## src/sv/rmq_pkg.sv

```systemverilog
// Shared widths, sideband struct and saturation helper for the
// rotation-matrix-to-quaternion pipeline. No dependencies.
package rmq_pkg;

  localparam int DATA_WIDTH = 16;
  localparam int FRAC_BITS  = 14;

  localparam int ARG_W  = DATA_WIDTH + 3;                   // signed branch argument
  localparam int RAD_RW = ARG_W - 1 + FRAC_BITS;
  localparam int RAD_W  = RAD_RW + (RAD_RW % 2);            // radicand, even width
  localparam int ROOT_W = RAD_W / 2;                        // floor root width
  localparam int RND_W  = ROOT_W + 1;                       // rounded root width
  localparam int REM_W  = ROOT_W + 2;                       // root remainder width
  localparam int MAG_W  = DATA_WIDTH + 1;                   // |off-diagonal sum|
  localparam int NUM_A  = MAG_W + FRAC_BITS;
  localparam int NUM_W  = ((NUM_A > RND_W) ? NUM_A : RND_W) + 1;
  localparam int DIV_W  = RND_W + 1;                        // divisor 2*S

  localparam logic [1:0] CASE_TRACE = 2'd0;
  localparam logic [1:0] CASE_M00   = 2'd1;
  localparam logic [1:0] CASE_M11   = 2'd2;
  localparam logic [1:0] CASE_M22   = 2'd3;

  typedef struct packed {
    logic [1:0]            sel;
    logic                  degen;
    logic [2:0]            neg;
    logic [2:0][MAG_W-1:0] mag;
  } side_t;

  // saturate a magnitude with sign to the signed DATA_WIDTH range
  function automatic logic [DATA_WIDTH-1:0] sat_mag(input logic [NUM_W-1:0] m,
                                                   input logic neg);
    logic [NUM_W-1:0] lim;
    logic [NUM_W-1:0] negv;
    begin
      lim  = NUM_W'({1'b1, {(DATA_WIDTH-1){1'b0}}});
      negv = ~m + NUM_W'(1);
      if (neg) begin
        sat_mag = (m > lim) ? {1'b1, {(DATA_WIDTH-1){1'b0}}} : negv[DATA_WIDTH-1:0];
      end else begin
        sat_mag = (m > lim - NUM_W'(1)) ? {1'b0, {(DATA_WIDTH-1){1'b1}}}
                                          : m[DATA_WIDTH-1:0];
      end
    end
  endfunction

endpackage

```

## src/sv/rmq_sqrt.sv

```systemverilog
// Pipelined digit-by-digit square root, two radicand bits per stage, then a
// round-to-nearest stage. Uses rmq_pkg.
module rmq_sqrt (
  input  logic                        clk,
  input  logic                        rst_n,
  input  logic                        en,
  input  logic                        valid_in,
  input  logic [rmq_pkg::RAD_W-1:0]   rad,
  input  rmq_pkg::side_t              side_in,
  output logic                        valid_out,
  output logic [rmq_pkg::RND_W-1:0]   root,
  output rmq_pkg::side_t              side_out
);
  localparam int N  = rmq_pkg::ROOT_W;
  localparam int RW = rmq_pkg::RAD_W;
  localparam int QW = rmq_pkg::REM_W;

  logic [RW-1:0]  rad_r  [N+1];
  logic [N-1:0]   root_r [N+1];
  logic [QW-1:0]  rem_r  [N+1];
  logic           vld_r  [N+1];
  rmq_pkg::side_t side_r [N+1];

  logic                      vout_r;
  logic [rmq_pkg::RND_W-1:0] rnd_r;
  rmq_pkg::side_t            sout_r;

  assign rad_r[0]  = rad;
  assign root_r[0] = '0;
  assign rem_r[0]  = '0;
  assign vld_r[0]  = valid_in;
  assign side_r[0] = side_in;

  for (genvar i = 0; i < N; i++) begin : g_stage
    logic [QW-1:0] r2, trial;
    assign r2    = {rem_r[i][QW-3:0], rad_r[i][RW-1 -: 2]};
    assign trial = {root_r[i], 2'b01};

    always_ff @(posedge clk) begin
      if (!rst_n) begin
        vld_r[i+1] <= 1'b0;
      end else if (en) begin
        vld_r[i+1] <= vld_r[i];
      end
    end

    always_ff @(posedge clk) begin
      if (en) begin
        rad_r[i+1]  <= rad_r[i] << 2;
        side_r[i+1] <= side_r[i];
        if (r2 >= trial) begin
          rem_r[i+1]  <= r2 - trial;
          root_r[i+1] <= {root_r[i][N-2:0], 1'b1};
        end else begin
          rem_r[i+1]  <= r2;
          root_r[i+1] <= {root_r[i][N-2:0], 1'b0};
        end
      end
    end
  end

  always_ff @(posedge clk) begin
    if (!rst_n) begin
      vout_r <= 1'b0;
    end else if (en) begin
      vout_r <= vld_r[N];
    end
  end

  // remainder is v - root^2; round up when it exceeds root
  always_ff @(posedge clk) begin
    if (en) begin
      sout_r <= side_r[N];
      rnd_r  <= (rem_r[N] > QW'(root_r[N])) ? rmq_pkg::RND_W'(root_r[N]) + 1'b1
                                            : rmq_pkg::RND_W'(root_r[N]);
    end
  end

  assign valid_out = vout_r;
  assign root      = rnd_r;
  assign side_out  = sout_r;
endmodule

```

## config.mk

```make
export PLATFORM = sky130hd
export DESIGN_NAME = rmq_sqrt
export DESIGN_NICKNAME = d
export VERILOG_FILES = /design/src/sv/rmq_pkg.sv /design/src/sv/rmq_sqrt.sv
export SDC_FILE = /design/constraint.sdc
export NUM_CORES = 1
export LEC_CHECK = 0
export ABC_AREA = 1
export BUFFER_PORTS_ARGS = -buffer_cell sky130_fd_sc_hd__buf_2
export CAP_MARGIN = 5
export CORE_MARGIN = 4
export CORE_UTILIZATION = 45
export DETAILED_ROUTE_END_ITERATION = 6
export GPL_TIMING_DRIVEN = 0
export PLACE_DENSITY = 0.6
export REMOVE_ABC_BUFFERS = 1
export SLEW_MARGIN = 20
export SYNTH_ARGS = -nofsm -noshare
export SYNTH_HDL_FRONTEND = slang
export SYNTH_SLANG_ARGS = --single-unit
```

## constraint.sdc

```tcl
create_clock -name clk -period 2 [get_ports clk]
set_clock_uncertainty 0.05 [all_clocks]
set_input_delay 0.4 -clock clk [delete_from_list [all_inputs] [get_ports clk]]
set_output_delay 0.4 -clock clk [all_outputs]
set_load 0.03 [all_outputs]
```

==> run_results.csv <==
group,metric,value,unit
outcome,outcome,"complete, but fails checks",
outcome,violations,"setup timing",
global_routing,grt_first_pass_wirelength,182000,microns
global_routing,grt_pass1_vias,34500,
floorplanning,die_h,381,microns
global_routing,grt_max_degree,141,
yosys,synth_edf_count,1597,
routing,avgViaCountPerCell,4.79,
setup_path,end_kind,"flop",
sta,worst_pin_slew,0.732,ns
power_and_ir_drop,report.power.total,87000,uW
setup_path,path_common_cell,"nand2_1",
sta,worst_hold_slack,0.103,ns
place,place_hpwl,65800,microns
routing,antenna_left,0,
clock_tree,htreeDepth,4,
power_and_ir_drop,p_leak,0.0319,uW
layout,layout-area-overhead-vs-synth,29.2,%
yosys,synth.avg_cell_area,14.0,sq um
clock_tree,cts_num_sinks,1614,
routing,wl_per_cell,15.9,microns
sta,setup_viol,100,
flow_run,drv_cap,0,
clock_tree,cts_buffers,166,
floorplanning,placementRows,136,
setup_path,worstPathRequired,2.60,ns
routing,drt-initial-drc-count,1972,
yosys,synth_warnings,0,
global_routing,antenna_found_initial,0,
clock_tree,ctsLongestPathBuffers,3,
layout,design_area,81100,sq um
place,postPlaceCellArea,66000,sq um
floorplanning,io_pins,168,
clock_tree,root_buffer,"clkbuf_16",
power_and_ir_drop,p_per_area,1070,nW/um^2
sta,slew_viol_final,0,
sta,rsz0062_at_grt,"yes",
floorplanning,dieArea,145000,sq um
setup_path,worstPathCellList,"inv_2, ha_4, nand4_1, buf_4, nor3_4, buf_6, nand3_4, nand2_8, nand2_1, nand2_1",
setup_path,start_kind,"flop",
power_and_ir_drop,vdd_drop_max,818,uV
routing,totalWireLength,116000,microns
floorplanning,core-area,138000,sq um
sta,finalCritPeriodShare,1.06,
setup_path,cpPeakStageDelay,0.39,ns
sta,period_minus_slack,2.11,ns
sta,max_freq,0.474,GHz
yosys,synth_cell_type_count,52,
sta,setup_ws,-0.112,ns
clock_tree,cts_tree,"yes",
routing,vias,35100,
yosys,seq_area_frac_synth,0.770,
setup_path,crit_type,"reg2reg",
floorplanning,die_w,381,microns
global_routing,track_usage,0.156,
place,place_congestion,0.829,
worst_hold_path,min_path_type,"in2reg",
yosys,ys_ff_latch,1614,
yosys,async_flop_share,0,
sta,finalHoldViolations,0,
routing,drc,0,
yosys,synthCells,4477,
layout,final_util,0.588,
floorplanning,start_util,0.455,
yosys,syn_area,62700,sq um
layout,drive_above_1_share,0.314,
global_routing,gr-total-overflow,0,
setup_path,crit_fanout,8,
routing,firstDrtPassIters,6,
clock_tree,clk_latency,0.78,ns
place,portBuffers,167,
sta,setup_tns,-4.34,ns
clock_tree,clkTransAtPathRegs,0.06,ns
layout,antenna-diode-count,0,
setup_path,critPathArrivalTime,2.71,ns
setup_path,worst_path_max_delay_cell,"edfxtp_1",
yosys,ys.flop_type,"edfxtp_1",
layout,finalNetCount,5595,
sta,max_slew_margin,0.512,
==> synth_stat cells, types with 17 or more instances <==
master    instances  share of area
a21oi_1         136          0.011
dfxtp_1          17         0.0054
edfxtp_1       1597           0.76
ha_1            168          0.034
inv_1           515          0.031
nand2_1        1038          0.062
nand2_2          34         0.0034
nand3_1         221          0.018
nand3b_1         27         0.0032
nand4_1          36         0.0036
nor2_1          258          0.015
nor3_1           39         0.0031
o21ai_0          99         0.0079
xnor2_1          30         0.0042
xor2_1           82          0.011
==> cell type report <==
type | instances | area [sq um]
clock buffers | 208 | 4350
fillers | 10600 | 56900
repair buffers | 690 | 6230
repair inverters | 8 | 90.1
multi-input cells | 2320 | 16600
clock inverters | 90 | 1090
flip-flops and latches | 1614 | 48300
well taps | 1863 | 2330
inverters | 534 | 2090
==> critical path, delay by kind of cell, from the launching register on <==
family                   cells  cell delay, ns
AND/OR/NAND/NOR              6            0.88
adder cells (fa/ha/maj)      1            0.27
buffers and inverters        3            0.37
flip-flops                   1            0.39
==> metrics by stage <==
stage / setup WS [ns] / cells
2_1_floorplan: -0.332 / 4448
3_3_place_gp: -35.44 / 6478
3_5_place_dp: -2.79 / 6490
4_1_cts: -0.0510 / 7169
5_1_grt: -0.194 / 7327
6_report: -0.112 / 7327
==> state kept, by name, summed over array words and instances (netlist names) <==
signal	count
root	17
rad_r	210
root_r	16
rem_r	18
g_stage.r2	247
side_r	912
side_out	57
g_stage.trial	120
vld_r	16
valid_out	1
==> layer usage <==
metal	routed length (microns)	vias to the layer above	global-route usage
met1	51000	16900	0.205
met5	0	-	0
met3	4610	236	0.0312
met2	57100	642	0.258
li1	-	17300	-
met4	3720	0	0.0605
==> where the power goes <==
part           internal [uW]  switching [uW]
logic                   6290            8380
registers              40600            1430
clock network          17700           12600
==> placed cells by master, fill, tap and decap left out, types with 125 or more instances in the layout <==
master	count
edfxtp_1	1597
nand2_1	739
inv_1	403
buf_4	336
nand2_2	238
nor2_1	214
clkbuf_16	171
nand3_1	169
buf_2	160
ha_4	125
==> worst paths after layout <==
check,startpoint,end,slack [ns],cells after the start
worst max-delay path,root_r[13],root[9],-0.11,10
worst min-delay path,en,side_r[486],0.10,2
worst max register to register,root_r[13],root[9],-0.11,10
worst min register to register,side_r[279],side_r[222],0.36,0
==> logic make-up (layout without fill, tap and decap cells) <==
kind of cell,after synthesis,in the layout,synth area share
XOR/XNOR,112,112,0.0156
adder cells (fa/ha/maj),168,168,0.0335
AND/OR/NAND/NOR,1721,1741,0.118
buffers and inverters,563,1530,0.0363
multiplexers,1,1,0.000179
flip-flops,1614,1614,0.770
other,1,1,0.0000598
AO/OA/AOI/OAI,297,297,0.0265
==> what timing repair did <==
action                     4_1_cts  5_1_grt
gates cloned                    47        8
setup buffers                  240      152
hold endpoints to repair       137        0
pin swaps                      186      263
hold buffers                    95        0
gates resized for setup        519      584
setup endpoints to repair     1069      248
Power figures use the tool's default switching activity.
